File: config.mk
export PLATFORM = sky130hd
export DESIGN_NAME = windowed_capture_ring_buffer_core
export DESIGN_NICKNAME = d
export VERILOG_FILES = /design/src/hw/rtl/wcrb_pkg.sv /design/src/hw/rtl/wcrb_front.sv /design/src/hw/rtl/wcrb_cmd_queue.sv /design/src/hw/rtl/wcrb_back.sv /design/src/hw/rtl/windowed_capture_ring_buffer_core.sv
export SDC_FILE = /design/constraint.sdc
export NUM_CORES = 2
export LEC_CHECK = 0
export ABC_AREA = 1
export ABC_CLOCK_PERIOD_IN_PS = 8250
export BUFFER_PORTS_ARGS = -buffer_cell sky130_fd_sc_hd__buf_2
export CAP_MARGIN = 20
export CORE_ASPECT_RATIO = 0.9
export CORE_MARGIN = 5
export CORE_UTILIZATION = 41
export CTS_CLUSTER_SIZE = 30
export DETAILED_ROUTE_END_ITERATION = 6
export PLACE_DENSITY = 0.67
export SYNTH_ARGS = -nofsm -noshare
export SYNTH_HDL_FRONTEND = slang
export SYNTH_SLANG_ARGS = --single-unit
File: constraint.sdc
create_clock -name clk -period 8.25 [get_ports clk]
set_clock_uncertainty 0.05 [all_clocks]
set_input_delay 0 -clock clk [delete_from_list [all_inputs] [get_ports clk]]
set_output_delay 0 -clock clk [all_outputs]
set_load 0.05 [all_outputs]
File: src/hw/rtl/wcrb_pkg.sv
`timescale 1ns / 1ps

package wcrb_pkg;

  localparam int SAMPLE_W    = 24;
  localparam int COUNT_W     = 48;
  localparam int LEN_W       = 16;
  localparam int KIND_W      = 2;
  localparam int CAP_W       = 7;
  localparam int NCH_W       = 2;
  localparam int CFG_INDEX_W = 2;
  localparam int CFG_DATA_W  = 7;
  localparam int IO_CHANNELS = 2;
  localparam int CAP_MAX     = 127;
  localparam int QUEUE_DEPTH = 4;
  localparam int QPTR_W      = 2;

  localparam logic [KIND_W-1:0] KIND_PUSH  = 2'd0;
  localparam logic [KIND_W-1:0] KIND_READ  = 2'd1;
  localparam logic [KIND_W-1:0] KIND_CLEAR = 2'd2;

  localparam logic [CFG_INDEX_W-1:0] CFG_ACTIVE_CHANNELS = 2'd0;
  localparam logic [CFG_INDEX_W-1:0] CFG_RING_CAPACITY   = 2'd1;

  localparam logic [NCH_W-1:0] ACTIVE_RESET   = 2'd2;
  localparam logic [CAP_W-1:0] CAPACITY_RESET = 7'd64;

  localparam logic STATUS_FRAME = 1'b0;
  localparam logic STATUS_EMPTY = 1'b1;

  localparam logic [COUNT_W-1:0] COUNT_MAX = {COUNT_W{1'b1}};

  typedef struct packed {
    logic [KIND_W-1:0]          kind;
    logic signed [SAMPLE_W-1:0] chan0_in;
    logic signed [SAMPLE_W-1:0] chan1_in;
    logic [LEN_W-1:0]           window_length;
    logic [COUNT_W-1:0]         window_end;
  } in_item_t;

  typedef struct packed {
    logic                       status;
    logic signed [SAMPLE_W-1:0] chan0_out;
    logic signed [SAMPLE_W-1:0] chan1_out;
    logic [COUNT_W-1:0]         frame_index;
    logic [COUNT_W-1:0]         total_written;
    logic                       last;
  } out_item_t;

  typedef struct packed {
    logic [KIND_W-1:0]   kind;
    logic [SAMPLE_W-1:0] chan0;
    logic [SAMPLE_W-1:0] chan1;
    logic [CAP_W-1:0]    len;
    logic [COUNT_W-1:0]  window_end;
  } cmd_t;

  typedef struct packed {
    logic [CAP_W-1:0] cap;
    logic [NCH_W-1:0] nch;
    logic             flush;
  } ctl_t;

endpackage

File: src/hw/rtl/wcrb_front.sv
`timescale 1ns / 1ps

module wcrb_front #(
  parameter int DEPTH    = 64,
  parameter int CHANNELS = 2
) (
  input  logic                                clk,
  input  logic                                rst_n,
  input  logic                                in_valid,
  output logic                                in_ready,
  input  wcrb_pkg::in_item_t                  in_data,
  input  logic                                cfg_we,
  input  logic [wcrb_pkg::CFG_INDEX_W-1:0]    cfg_index,
  input  logic [wcrb_pkg::CFG_DATA_W-1:0]     cfg_data,
  output logic                                cmd_valid,
  input  logic                                cmd_ready,
  output wcrb_pkg::cmd_t                      cmd,
  output wcrb_pkg::ctl_t                      ctl
);

  localparam int LANES     = (CHANNELS < wcrb_pkg::IO_CHANNELS) ? CHANNELS : wcrb_pkg::IO_CHANNELS;
  localparam int USE_DEPTH = (DEPTH < wcrb_pkg::CAP_MAX) ? DEPTH : wcrb_pkg::CAP_MAX;

  logic [wcrb_pkg::NCH_W-1:0] active_r;
  logic [wcrb_pkg::CAP_W-1:0] capacity_r;
  logic [wcrb_pkg::CAP_W-1:0] cap;
  logic [wcrb_pkg::NCH_W-1:0] nch;
  logic                       known_kind;

  always_ff @(posedge clk) begin
    if (!rst_n) begin
      active_r   <= wcrb_pkg::ACTIVE_RESET;
      capacity_r <= wcrb_pkg::CAPACITY_RESET;
    end else if (cfg_we) begin
      if (cfg_index == wcrb_pkg::CFG_ACTIVE_CHANNELS) begin
        active_r <= cfg_data[wcrb_pkg::NCH_W-1:0];
      end
      if (cfg_index == wcrb_pkg::CFG_RING_CAPACITY) begin
        capacity_r <= cfg_data[wcrb_pkg::CAP_W-1:0];
      end
    end
  end

  always_comb begin
    if (capacity_r == '0) begin
      cap = wcrb_pkg::CAP_W'(1);
    end else if (capacity_r > wcrb_pkg::CAP_W'(USE_DEPTH)) begin
      cap = wcrb_pkg::CAP_W'(USE_DEPTH);
    end else begin
      cap = capacity_r;
    end
    if (active_r == '0) begin
      nch = wcrb_pkg::NCH_W'(1);
    end else if (active_r > wcrb_pkg::NCH_W'(LANES)) begin
      nch = wcrb_pkg::NCH_W'(LANES);
    end else begin
      nch = active_r;
    end
  end

  assign ctl.cap   = cap;
  assign ctl.nch   = nch;
  assign ctl.flush = cfg_we && ((cfg_index == wcrb_pkg::CFG_ACTIVE_CHANNELS) ||
                                (cfg_index == wcrb_pkg::CFG_RING_CAPACITY));

  // drop unknown kinds at the door
  assign known_kind = (in_data.kind == wcrb_pkg::KIND_PUSH) ||
                      (in_data.kind == wcrb_pkg::KIND_READ) ||
                      (in_data.kind == wcrb_pkg::KIND_CLEAR);
  assign in_ready   = cmd_ready;
  assign cmd_valid  = in_valid && known_kind;

  always_comb begin
    cmd.kind       = in_data.kind;
    cmd.chan0      = in_data.chan0_in;
    cmd.chan1      = in_data.chan1_in;
    cmd.window_end = in_data.window_end;
    if (in_data.window_length == '0) begin
      cmd.len = wcrb_pkg::CAP_W'(1);
    end else if (in_data.window_length > wcrb_pkg::LEN_W'(cap)) begin
      cmd.len = cap;
    end else begin
      cmd.len = in_data.window_length[wcrb_pkg::CAP_W-1:0];
    end
  end

endmodule

File: src/hw/rtl/wcrb_cmd_queue.sv
`timescale 1ns / 1ps

module wcrb_cmd_queue (
  input  logic           clk,
  input  logic           rst_n,
  input  logic           push_valid,
  output logic           push_ready,
  input  wcrb_pkg::cmd_t push_cmd,
  output logic           pop_valid,
  input  logic           pop_ready,
  output wcrb_pkg::cmd_t pop_cmd
);

  wcrb_pkg::cmd_t                  slot_r [wcrb_pkg::QUEUE_DEPTH];
  logic [wcrb_pkg::QPTR_W-1:0]     wr_ptr_r;
  logic [wcrb_pkg::QPTR_W-1:0]     rd_ptr_r;
  logic [wcrb_pkg::QPTR_W:0]       count_r;
  logic                            do_push;
  logic                            do_pop;

  assign push_ready = (count_r != (wcrb_pkg::QPTR_W+1)'(wcrb_pkg::QUEUE_DEPTH));
  assign pop_valid  = (count_r != '0);
  assign pop_cmd    = slot_r[rd_ptr_r];
  assign do_push    = push_valid && push_ready;
  assign do_pop     = pop_valid && pop_ready;

  always_ff @(posedge clk) begin
    if (do_push) begin
      slot_r[wr_ptr_r] <= push_cmd;
    end
  end

  always_ff @(posedge clk) begin
    if (!rst_n) begin
      wr_ptr_r <= '0;
      rd_ptr_r <= '0;
      count_r  <= '0;
    end else begin
      if (do_push) begin
        wr_ptr_r <= wr_ptr_r + 1'b1;
      end
      if (do_pop) begin
        rd_ptr_r <= rd_ptr_r + 1'b1;
      end
      if (do_push && !do_pop) begin
        count_r <= count_r + 1'b1;
      end else if (do_pop && !do_push) begin
        count_r <= count_r - 1'b1;
      end
    end
  end

endmodule

File: src/hw/rtl/wcrb_back.sv
`timescale 1ns / 1ps

module wcrb_back #(
  parameter int DEPTH    = 64,
  parameter int CHANNELS = 2
) (
  input  logic                clk,
  input  logic                rst_n,
  input  wcrb_pkg::ctl_t      ctl,
  input  logic                cmd_valid,
  output logic                cmd_ready,
  input  wcrb_pkg::cmd_t      cmd,
  output logic                out_valid,
  input  logic                out_ready,
  output wcrb_pkg::out_item_t out_data
);

  localparam int LANES     = (CHANNELS < wcrb_pkg::IO_CHANNELS) ? CHANNELS : wcrb_pkg::IO_CHANNELS;
  localparam int USE_DEPTH = (DEPTH < wcrb_pkg::CAP_MAX) ? DEPTH : wcrb_pkg::CAP_MAX;
  localparam int AW        = (USE_DEPTH > 1) ? $clog2(USE_DEPTH) : 1;
  localparam int SW        = wcrb_pkg::SAMPLE_W;
  localparam int CW        = wcrb_pkg::COUNT_W;
  localparam int KW        = wcrb_pkg::CAP_W;
  localparam int WORD_W    = LANES * SW;

  localparam logic [2:0] ST_IDLE  = 3'd0;
  localparam logic [2:0] ST_EARLY = 3'd1;
  localparam logic [2:0] ST_END   = 3'd2;
  localparam logic [2:0] ST_START = 3'd3;
  localparam logic [2:0] ST_ADDR  = 3'd4;
  localparam logic [2:0] ST_EMIT  = 3'd5;
  localparam logic [2:0] ST_FAIL  = 3'd6;

  logic [WORD_W-1:0]   mem [USE_DEPTH];
  logic [WORD_W-1:0]   wr_word;
  logic [WORD_W-1:0]   rd_data_r;
  logic [SW-1:0]       in_lane [wcrb_pkg::IO_CHANNELS];
  logic [SW-1:0]       rd_lane [wcrb_pkg::IO_CHANNELS];

  logic [2:0]          state_r;
  logic [AW-1:0]       wpos_r;
  logic [CW-1:0]       count_r;
  logic [CW-1:0]       end_r;
  logic [CW-1:0]       earliest_r;
  logic [CW-1:0]       idx_r;
  logic [KW-1:0]       len_r;
  logic [KW-1:0]       left_r;
  logic [AW-1:0]       addr_r;

  logic                pend_r;
  logic                pend_mem_r;
  wcrb_pkg::out_item_t pend_meta_r;

  wcrb_pkg::out_item_t ofifo_r [2];
  logic                owr_r;
  logic                ord_r;
  logic [1:0]          occ_r;

  logic                pop;
  logic                credit;
  logic                issue;
  logic                take;
  wcrb_pkg::out_item_t push_item;
  logic [AW-1:0]       wpos_inc;
  logic [AW-1:0]       addr_inc;
  logic [CW:0]         start_diff;
  logic [KW:0]         addr_sum;
  logic [KW:0]         age;
  logic [KW:0]         addr_fold;

  assign in_lane[0] = cmd.chan0;
  assign in_lane[1] = cmd.chan1;

  for (genvar g = 0; g < wcrb_pkg::IO_CHANNELS; g++) begin : g_lane
    if (g < LANES) begin : g_live
      assign wr_word[g*SW +: SW] = in_lane[g];
      assign rd_lane[g] = (wcrb_pkg::NCH_W'(g) < ctl.nch) ? rd_data_r[g*SW +: SW] : '0;
    end else begin : g_absent
      assign rd_lane[g] = '0;
    end
  end

  assign cmd_ready = (state_r == ST_IDLE);
  assign take      = cmd_valid && cmd_ready;
  assign pop       = out_valid && out_ready;
  assign credit    = (3'(occ_r) + 3'(pend_r) - 3'(pop)) < 3'd2;
  assign issue     = ((state_r == ST_EMIT) || (state_r == ST_FAIL)) && credit;

  assign wpos_inc  = (KW'(wpos_r) + 1'b1 == ctl.cap) ? '0 : wpos_r + 1'b1;
  assign addr_inc  = (KW'(addr_r) + 1'b1 == ctl.cap) ? '0 : addr_r + 1'b1;

  assign start_diff = {1'b0, end_r} - {{(CW-KW+1){1'b0}}, len_r};
  assign age        = {1'b0, KW'(count_r[KW-1:0] - idx_r[KW-1:0])};
  assign addr_sum   = (KW+1)'(KW'(wpos_r)) + (KW+1)'(ctl.cap) - age;
  assign addr_fold  = (addr_sum >= (KW+1)'(ctl.cap)) ? addr_sum - (KW+1)'(ctl.cap) : addr_sum;

  always_ff @(posedge clk) begin
    if (take && (cmd.kind == wcrb_pkg::KIND_PUSH)) begin
      mem[wpos_r] <= wr_word;
    end
    if (issue && (state_r == ST_EMIT)) begin
      rd_data_r <= mem[addr_r];
    end
  end

  always_ff @(posedge clk) begin
    if (!rst_n) begin
      state_r <= ST_IDLE;
      wpos_r  <= '0;
      count_r <= '0;
      pend_r  <= 1'b0;
    end else begin
      pend_r <= issue;
      if (ctl.flush) begin
        wpos_r  <= '0;
        count_r <= '0;
      end
      unique case (state_r)
        ST_IDLE: begin
          if (take) begin
            case (cmd.kind)
              wcrb_pkg::KIND_PUSH: begin
                wpos_r <= wpos_inc;
                if (count_r != wcrb_pkg::COUNT_MAX) begin
                  count_r <= count_r + 1'b1;
                end
              end
              wcrb_pkg::KIND_CLEAR: begin
                wpos_r  <= '0;
                count_r <= '0;
              end
              default: begin
                state_r <= ST_EARLY;
              end
            endcase
          end
        end
        ST_EARLY: state_r <= ST_END;
        ST_END:   state_r <= ST_START;
        ST_START: begin
          state_r <= (end_r <= earliest_r) ? ST_FAIL : ST_ADDR;
        end
        ST_ADDR:  state_r <= ST_EMIT;
        ST_EMIT: begin
          if (issue && (left_r == KW'(1))) begin
            state_r <= ST_IDLE;
          end
        end
        ST_FAIL: begin
          if (issue) begin
            state_r <= ST_IDLE;
          end
        end
        default: state_r <= ST_IDLE;
      endcase
    end
  end

  always_ff @(posedge clk) begin
    unique case (state_r)
      ST_IDLE: begin
        end_r <= cmd.window_end;
        len_r <= cmd.len;
      end
      ST_EARLY: begin
        earliest_r <= (count_r > CW'(ctl.cap)) ? count_r - CW'(ctl.cap) : '0;
      end
      ST_END: begin
        if (end_r < earliest_r) begin
          end_r <= earliest_r;
        end else if (end_r > count_r) begin
          end_r <= count_r;
        end
      end
      ST_START: begin
        if (start_diff[CW] || (start_diff[CW-1:0] < earliest_r)) begin
          idx_r <= earliest_r;
        end else begin
          idx_r <= start_diff[CW-1:0];
        end
      end
      ST_ADDR: begin
        left_r <= KW'(end_r[KW-1:0] - idx_r[KW-1:0]);
        addr_r <= AW'(addr_fold);
      end
      ST_EMIT: begin
        if (issue) begin
          left_r <= left_r - 1'b1;
          idx_r  <= idx_r + 1'b1;
          addr_r <= addr_inc;
        end
      end
      ST_FAIL: begin
      end
      default: begin
      end
    endcase
  end

  always_ff @(posedge clk) begin
    if (issue) begin
      pend_meta_r.chan0_out     <= '0;
      pend_meta_r.chan1_out     <= '0;
      pend_meta_r.total_written <= count_r;
      if (state_r == ST_EMIT) begin
        pend_mem_r                <= 1'b1;
        pend_meta_r.status        <= wcrb_pkg::STATUS_FRAME;
        pend_meta_r.frame_index   <= idx_r;
        pend_meta_r.last          <= (left_r == KW'(1));
      end else begin
        pend_mem_r                <= 1'b0;
        pend_meta_r.status        <= wcrb_pkg::STATUS_EMPTY;
        pend_meta_r.frame_index   <= end_r;
        pend_meta_r.last          <= 1'b1;
      end
    end
  end

  always_comb begin
    push_item = pend_meta_r;
    if (pend_mem_r) begin
      push_item.chan0_out = rd_lane[0];
      push_item.chan1_out = rd_lane[1];
    end
  end

  always_ff @(posedge clk) begin
    if (pend_r) begin
      ofifo_r[owr_r] <= push_item;
    end
  end

  always_ff @(posedge clk) begin
    if (!rst_n) begin
      owr_r <= 1'b0;
      ord_r <= 1'b0;
      occ_r <= '0;
    end else begin
      if (pend_r) begin
        owr_r <= ~owr_r;
      end
      if (pop) begin
        ord_r <= ~ord_r;
      end
      if (pend_r && !pop) begin
        occ_r <= occ_r + 1'b1;
      end else if (pop && !pend_r) begin
        occ_r <= occ_r - 1'b1;
      end
    end
  end

  assign out_valid = (occ_r != '0);
  assign out_data  = ofifo_r[ord_r];

endmodule

File: src/hw/rtl/windowed_capture_ring_buffer_core.sv
`timescale 1ns / 1ps

// Multichannel capture ring. Commands enter through a four-entry queue and
// are carried out one at a time by the back engine, which owns the sample
// memory, the write position and the 48-bit saturating frame count. A push
// or a clear is done in the idle state. A read plans in order (oldest-frame
// compute, end clamp, start clamp, ring address), then takes one cycle per
// frame emitted while the two-entry output buffer has room, via the single
// memory read port with its registered read; an empty window gives one
// result with status set. Input is taken whenever the queue has room. A
// channel-count or capacity write empties the ring, with no clearing pass.
module windowed_capture_ring_buffer_core #(
  parameter int DEPTH    = 64,
  parameter int CHANNELS = 2
) (
  input  logic                             clk,
  input  logic                             rst_n,
  input  logic                             in_valid,
  output logic                             in_ready,
  input  wcrb_pkg::in_item_t               in_data,
  output logic                             out_valid,
  input  logic                             out_ready,
  output wcrb_pkg::out_item_t              out_data,
  input  logic                             cfg_we,
  input  logic [wcrb_pkg::CFG_INDEX_W-1:0] cfg_index,
  input  logic [wcrb_pkg::CFG_DATA_W-1:0]  cfg_data
);

  logic           f_valid;
  logic           f_ready;
  wcrb_pkg::cmd_t f_cmd;
  logic           q_valid;
  logic           q_ready;
  wcrb_pkg::cmd_t q_cmd;
  wcrb_pkg::ctl_t ctl;

  wcrb_front #(
    .DEPTH    (DEPTH),
    .CHANNELS (CHANNELS)
  ) u_front (
    .clk       (clk),
    .rst_n     (rst_n),
    .in_valid  (in_valid),
    .in_ready  (in_ready),
    .in_data   (in_data),
    .cfg_we    (cfg_we),
    .cfg_index (cfg_index),
    .cfg_data  (cfg_data),
    .cmd_valid (f_valid),
    .cmd_ready (f_ready),
    .cmd       (f_cmd),
    .ctl       (ctl)
  );

  wcrb_cmd_queue u_queue (
    .clk        (clk),
    .rst_n      (rst_n),
    .push_valid (f_valid),
    .push_ready (f_ready),
    .push_cmd   (f_cmd),
    .pop_valid  (q_valid),
    .pop_ready  (q_ready),
    .pop_cmd    (q_cmd)
  );

  wcrb_back #(
    .DEPTH    (DEPTH),
    .CHANNELS (CHANNELS)
  ) u_back (
    .clk       (clk),
    .rst_n     (rst_n),
    .ctl       (ctl),
    .cmd_valid (q_valid),
    .cmd_ready (q_ready),
    .cmd       (q_cmd),
    .out_valid (out_valid),
    .out_ready (out_ready),
    .out_data  (out_data)
  );

endmodule

* Yosys cells after proc, flatten, opt, wreduce, memory -nomap -nowiden
Memories as Yosys holds them, arrays and structs flattened. A register that Yosys moved wholly into a read port is not among the register bits.
Index checks and enable logic that the tools add are counted.
W data, S select, Z words.
** Cells by class
- $lt $le $gt $ge :: 12
- Reduce and logical (&&, ||, !) cells :: 43
- Add/sub/neg operators :: 22
- Equal/unequal tests :: 21
- Mux-type cells :: 54
- Bitwise operators :: 2
** Operators by type and width (count)
- $mux W48 :: 10
- $pmux W48 S2 :: 3
- $add A48 B1 Y48 const B :: 2
- $lt A48 B48 Y1 :: 2
- $sub A48 B7 Y49 :: 1
- $gt A48 B48 Y1 :: 1
- $gt A48 B7 Y1 :: 1
- $le A48 B48 Y1 :: 1
- $mux W24 :: 2
- $ne A48 B48 Y1 const B :: 1
- $sub A48 B7 Y48 :: 1
- $mux W6 :: 7
- $mux W7 :: 5
- $pmux W6 S2 :: 2
- $pmux W3 S7 :: 1
- $mux W3 :: 6
- $gt A16 B7 Y1 :: 1
- $logic_not A16 Y1 :: 1
- $add A6 B1 Y7 const B :: 2
- $eq A7 B7 Y1 :: 2
- $mux W2 :: 7
- $pmux W7 S2 :: 1
- $sub A7 B7 Y7 :: 2
- $logic_and A1 B1 Y1 :: 13
- other kinds (38) :: 79
** Storage, ports and cells
- Memories :: 3
- Bits in registers :: 341
- Input port bits :: 128
- Logic and storage cells :: 180
- Memory bits (writable) :: 3784
** Memories
- u_back.mem :: depth 64, width 48, rd ports 1, clocked after memory_dff 1, write ports 1, line wcrb_back.sv:34 : logic [WORD_W-1:0] mem [USE_DEPTH];
- u_queue.slot_r :: depth 4, width 105, rd ports 1, clocked after memory_dff 1, write ports 1, line wcrb_cmd_queue.sv:14 : wcrb_pkg::cmd_t slot_r [wcrb_pkg::QUEUE_DEPTH];
- u_back.ofifo_r :: depth 2, width 146, rd ports 1, clocked after memory_dff 1, write ports 1, line wcrb_back.sv:54 : wcrb_pkg::out_item_t ofifo_r [2];

* Longest topological paths before layout
- Word-level depth :: 9
- Mapped depth :: 30
- Gate-level depth less buffers :: 28

* Cells and area by module
A second synthesis with hierarchy kept.
** Second synthesis, totals
- Cell total of the unflattened synthesis :: 14617
- Area, all modules :: 175635.9 um2
** Modules (own cells, without submodules)
- wcrb_back :: area an instance 157935.2 um2, cells an instance 13307, times used 1
- wcrb_cmd_queue :: area an instance 16131.7 um2, cells an instance 1083, times used 1
- wcrb_front :: area an instance 1569.0 um2, cells an instance 227, times used 1

* Worst setup path before layout
Ideal clock, no wire load.
- Path type :: flip-flop to flip-flop
- From :: reg u_back.pend_r
- To :: mem u_back.ofifo_r[0][0] (netlist bit), enable pin
- Data arrival time :: 6.503 ns
- Slack :: 1.042 ns
- Data required time :: 7.545 ns
- Buffers on the path :: 0
- Stages on the path, launching flop included :: 3
- Setup time :: 0.655 ns
- Cell sequence :: dfxtp_1 -> inv_1 -> nor2_1
** On the way
- Longest elaborated chain between the ends :: 2
** Ends and longest elaborated chain
- start, declared :: line wcrb_back.sv:50 : logic pend_r;
- start signal, assigned :: line wcrb_back.sv:113 : pend_r <= issue;
- $mux W1 :: line wcrb_back.sv:228 : if (pend_r) begin
- $mux W1 (not written as such) :: line wcrb_back.sv:229 : ofifo_r[owr_r] <= push_item;
- end, declared :: line wcrb_back.sv:54
Every way passes these cells.

==> impl_metrics.tcl <==
set metrics [dict create \
    status "finished clean" \
    worstReg2RegEnd "u_back.mem[51][18]" \
    worstSkewPairLatency_ns 1.02 \
    worstSetupStartpointType "flip-flop" \
    clock-sinks 4175 \
    synthArstFlopShare 0 \
    p_switching_mw 22.5 \
    rsz0062_at_grt "no" \
    first_pass_iters 7 \
    viasPerCell 5.81 \
    syn_area_per_cell_um2 11.9 \
    fp.dieW_um 699 \
    finalSetupTns_ns 0 \
    grt_pass1_wl_mm 788 \
    worstSetupEndpointType "flip-flop" \
    slew_viol_final 0 \
    crit_type "reg -> reg" \
    finalCritPeriodShare 0.777 \
    ys_seq_elements 4175 \
    wl_per_cell_um 26.2 \
    post_cts_buffers 0 \
    drive_gt1_frac 0.0934 \
    antenna_found_initial 55 \
    overflow 0 \
    route.detailed.drc 0 \
    synth-seq-area-share 0.712 \
    clkSlewWorstSetupHoldPaths_ns 0.06 \
    htree_levels 5 \
    worstMarginPinSlew_ns 1.27 \
    cts_resized 0 \
    numCtsBuffers 418 \
    drt-total-wl_mm 549 \
    grt_start_max_net_pins 286 \
    cts_tree "yes" \
    dp_hpwl_mm 336 \
    hold_end "u_queue.count_r[1]" \
    hp-start "in_valid" \
    r2r_cells 11 \
    relSlewSlack 0.154 \
    grt_pass1_vias 111000 \
    dieArea_um2 440000 \
    die_h_um 630 \
    finalPower_mw 64.5 \
    globalplace.congestion 0.972 \
    synth_edf_count 4095 \
    power_density_nw_per_um2 324 \
    layout_common_cells "edfxtp_1 (4095), nor2_1 (2254), nand2_1 (2019)" \
    cts-root-buf "clkbuf_16" \
    cp.required_ns 8.79 \
    yosysUniqueCellTypes 57 \
    coreArea_um2 425000 \
    fin_nets 15300 \
    p_seq_frac 0.432 \
    vias 122000 \
    layout_commonest_cell "edfxtp_1" \
    cts_max_path_buffers 4 \
    finalSetupViolations 0 \
    ys.flop_type "edfxtp_1" \
    fmax_mhz 156 \
    holdWs_ns 0.0962 \
    portBuffers 275 \
    cellLeakagePower_nw 67.8 \
    p_sw_frac 0.348 \
    syn-num-nets 15000 \
    combPwrFrac 0.274 \
    whs_path_depth 5 \
    final.setup.worst_slack_ns 1.84 \
    area_growth_pct 13.9 \
    rows 227 \
    start_util 0.412 \
    final_hold_viol_count 0 \
    yosysWarnings 0 \
    reg2reg_setup_slack_ns 1.84 \
    track_usage 0.239 \
    syn_area_um2 175000 \
    drt_iter0_drc 19100 \
    pin_count 276 \
    pre_cts_slack_ns 2.06 \
    p_int_mw 42.1 \
    maxCapViolCount 0 \
    irDropWorstVdd_mv 0.358 \
    cp.arrival_ns 6.95 \
    power.share.clock 0.294 \
    crit_path_max_fanout 125 \
    ant_nets 0 \
    min_path_type "in -> reg" \
    synthCells 14700 \
    post-route-min-period_ns 6.41 \
]
==> cell usage after synthesis (all sizes together) (2+ instances only) <==
library cell / instances / area share
nor3: 59 / 0.0018
nand2: 2025 / 0.044
a21o: 10 / 0.00043
mux2: 146 / 0.0094
nor3b: 4 / 0.00017
inv: 543 / 0.012
nand4: 62 / 0.0023
a211oi: 2 / 0.000086
o21bai: 3 / 0.00013
or2: 3 / 0.00011
and2: 46 / 0.0017
a21oi: 204 / 0.0059
edfxtp: 4095 / 0.70
ha: 204 / 0.015
o211ai: 18 / 0.00077
a21boi: 3 / 0.00013
clkinv: 5 / 0.00011
o22ai: 874 / 0.031
fa: 13 / 0.0015
nand3: 1000 / 0.029
nor4: 13 / 0.00046
and3: 2 / 0.000072
buf: 288 / 0.0088
clkbuf: 581 / 0.013
xnor2: 23 / 0.0012
nor2: 2339 / 0.051
o21ai: 1922 / 0.055
xor2: 87 / 0.0044
dfxtp: 80 / 0.0092
nand3b: 6 / 0.00028
o21a: 5 / 0.00021
==> area by class of cell <==
class,instances,area (µm²)
Fill cell,37200,226000
Clock inverter,251,2620
Timing Repair Buffer,757,6070
Multi-Input combinational cell,9081,45800
Inverter,548,2130
Clock buffer,523,10900
Sequential cell,4175,125000
Tap cell,5610,7020
Antenna cell,20,50.0
==> registers in the layout, summed over array words and instances (netlist names), 6 cells and up, named ones only <==
name / cells
u_queue.slot_r: 420
u_back.earliest_r: 48
u_back.addr_r: 6
u_back.pend_meta_r: 98
u_back.idx_r: 48
u_back.left_r: 7
u_back.end_r: 48
u_back.count_r: 48
u_back.rd_data_r: 48
u_back.ofifo_r: 292
u_front.capacity_r: 7
u_back.mem: 3072
u_back.len_r: 7
u_back.wpos_r: 6
==> critical path, stage by stage, from the launching register on <==
cell      delay [ns]
dfxtp_4         0.72
inv_6           0.42
nand2_1         0.18
nand3_1         0.09
nand2_1         0.16
inv_1           0.26
nor2_2          0.62
nand2_2         0.45
clkinv_2        0.60
nand4_2         0.77
nor2_4          1.06
buf_4           0.51
==> stage by stage <==
step | std cells | util | area (µm²)
2_1_floorplan | 14700 | - | 175000
3_3_place_gp | 19900 | 0.431 | 183000
3_5_place_dp | 19900 | 0.431 | 183000
4_1_cts | 20900 | 0.469 | 199000
5_1_grt | 21000 | 0.469 | 199000
6_report | 21000 | 0.469 | 199000
==> power by group through the flow <==
stage	Clock [mW]	Sequential (mW)	Combinational, mW
2_1_floorplan	0	28.2	10.0
3_5_place_dp	0	28.3	17.2
4_1_cts	19.1	27.8	17.4
5_1_grt	20.1	27.9	19.0
3_3_place_gp	0	28.2	17.1
6_report	19.0	27.9	17.7
==> how the worst max path moves through the flow <==
stage | to | depth (start not counted) | slack (ns)
2_1_floorplan | u_back.ofifo_r[0][0] | 2 | 1.04
3_3_place_gp | u_back.mem[11][3] | 11 | 2.06
3_5_place_dp | u_back.mem[49][15] | 11 | 2.06
4_1_cts | u_back.mem[51][20] | 11 | 2.06
5_1_grt | u_back.mem[51][25] | 11 | 1.66
6_report | u_back.mem[51][18] | 11 | 1.84
==> kinds of logic (layout without fill, tap and decap cells) <==
logic type      count (synthesis)  in the layout  synth area share
simple gates                 5560           5560             0.130
fa+ha+maj                     217            217            0.0161
xor+xnor                      110            110           0.00551
compound gates               3047           3047            0.0941
other cells                     0             20                 0
buf+inv                      1417           2079            0.0332
mux                           147            147           0.00945
flops                        4175           4175             0.712
==> routing by layer <==
layer | up-vias | wire length (µm) | share of wire | global-route usage
met4 | 20 | 22800 | 0.042 | 0.0855
li1 | 53600 | - | - | -
met3 | 1035 | 63800 | 0.12 | 0.0463
met2 | 7398 | 242000 | 0.44 | 0.360
met5 | - | 180 | 0.00033 | 0.00109
met1 | 59800 | 221000 | 0.40 | 0.347
==> what timing repair did <==
item                                   in CTS  in global routing
hold buffers                              241                  0
setup endpoints to repair                   0                  0
endpoints found under the hold margin     465                  0
Power figures use the tool's default switching activity.
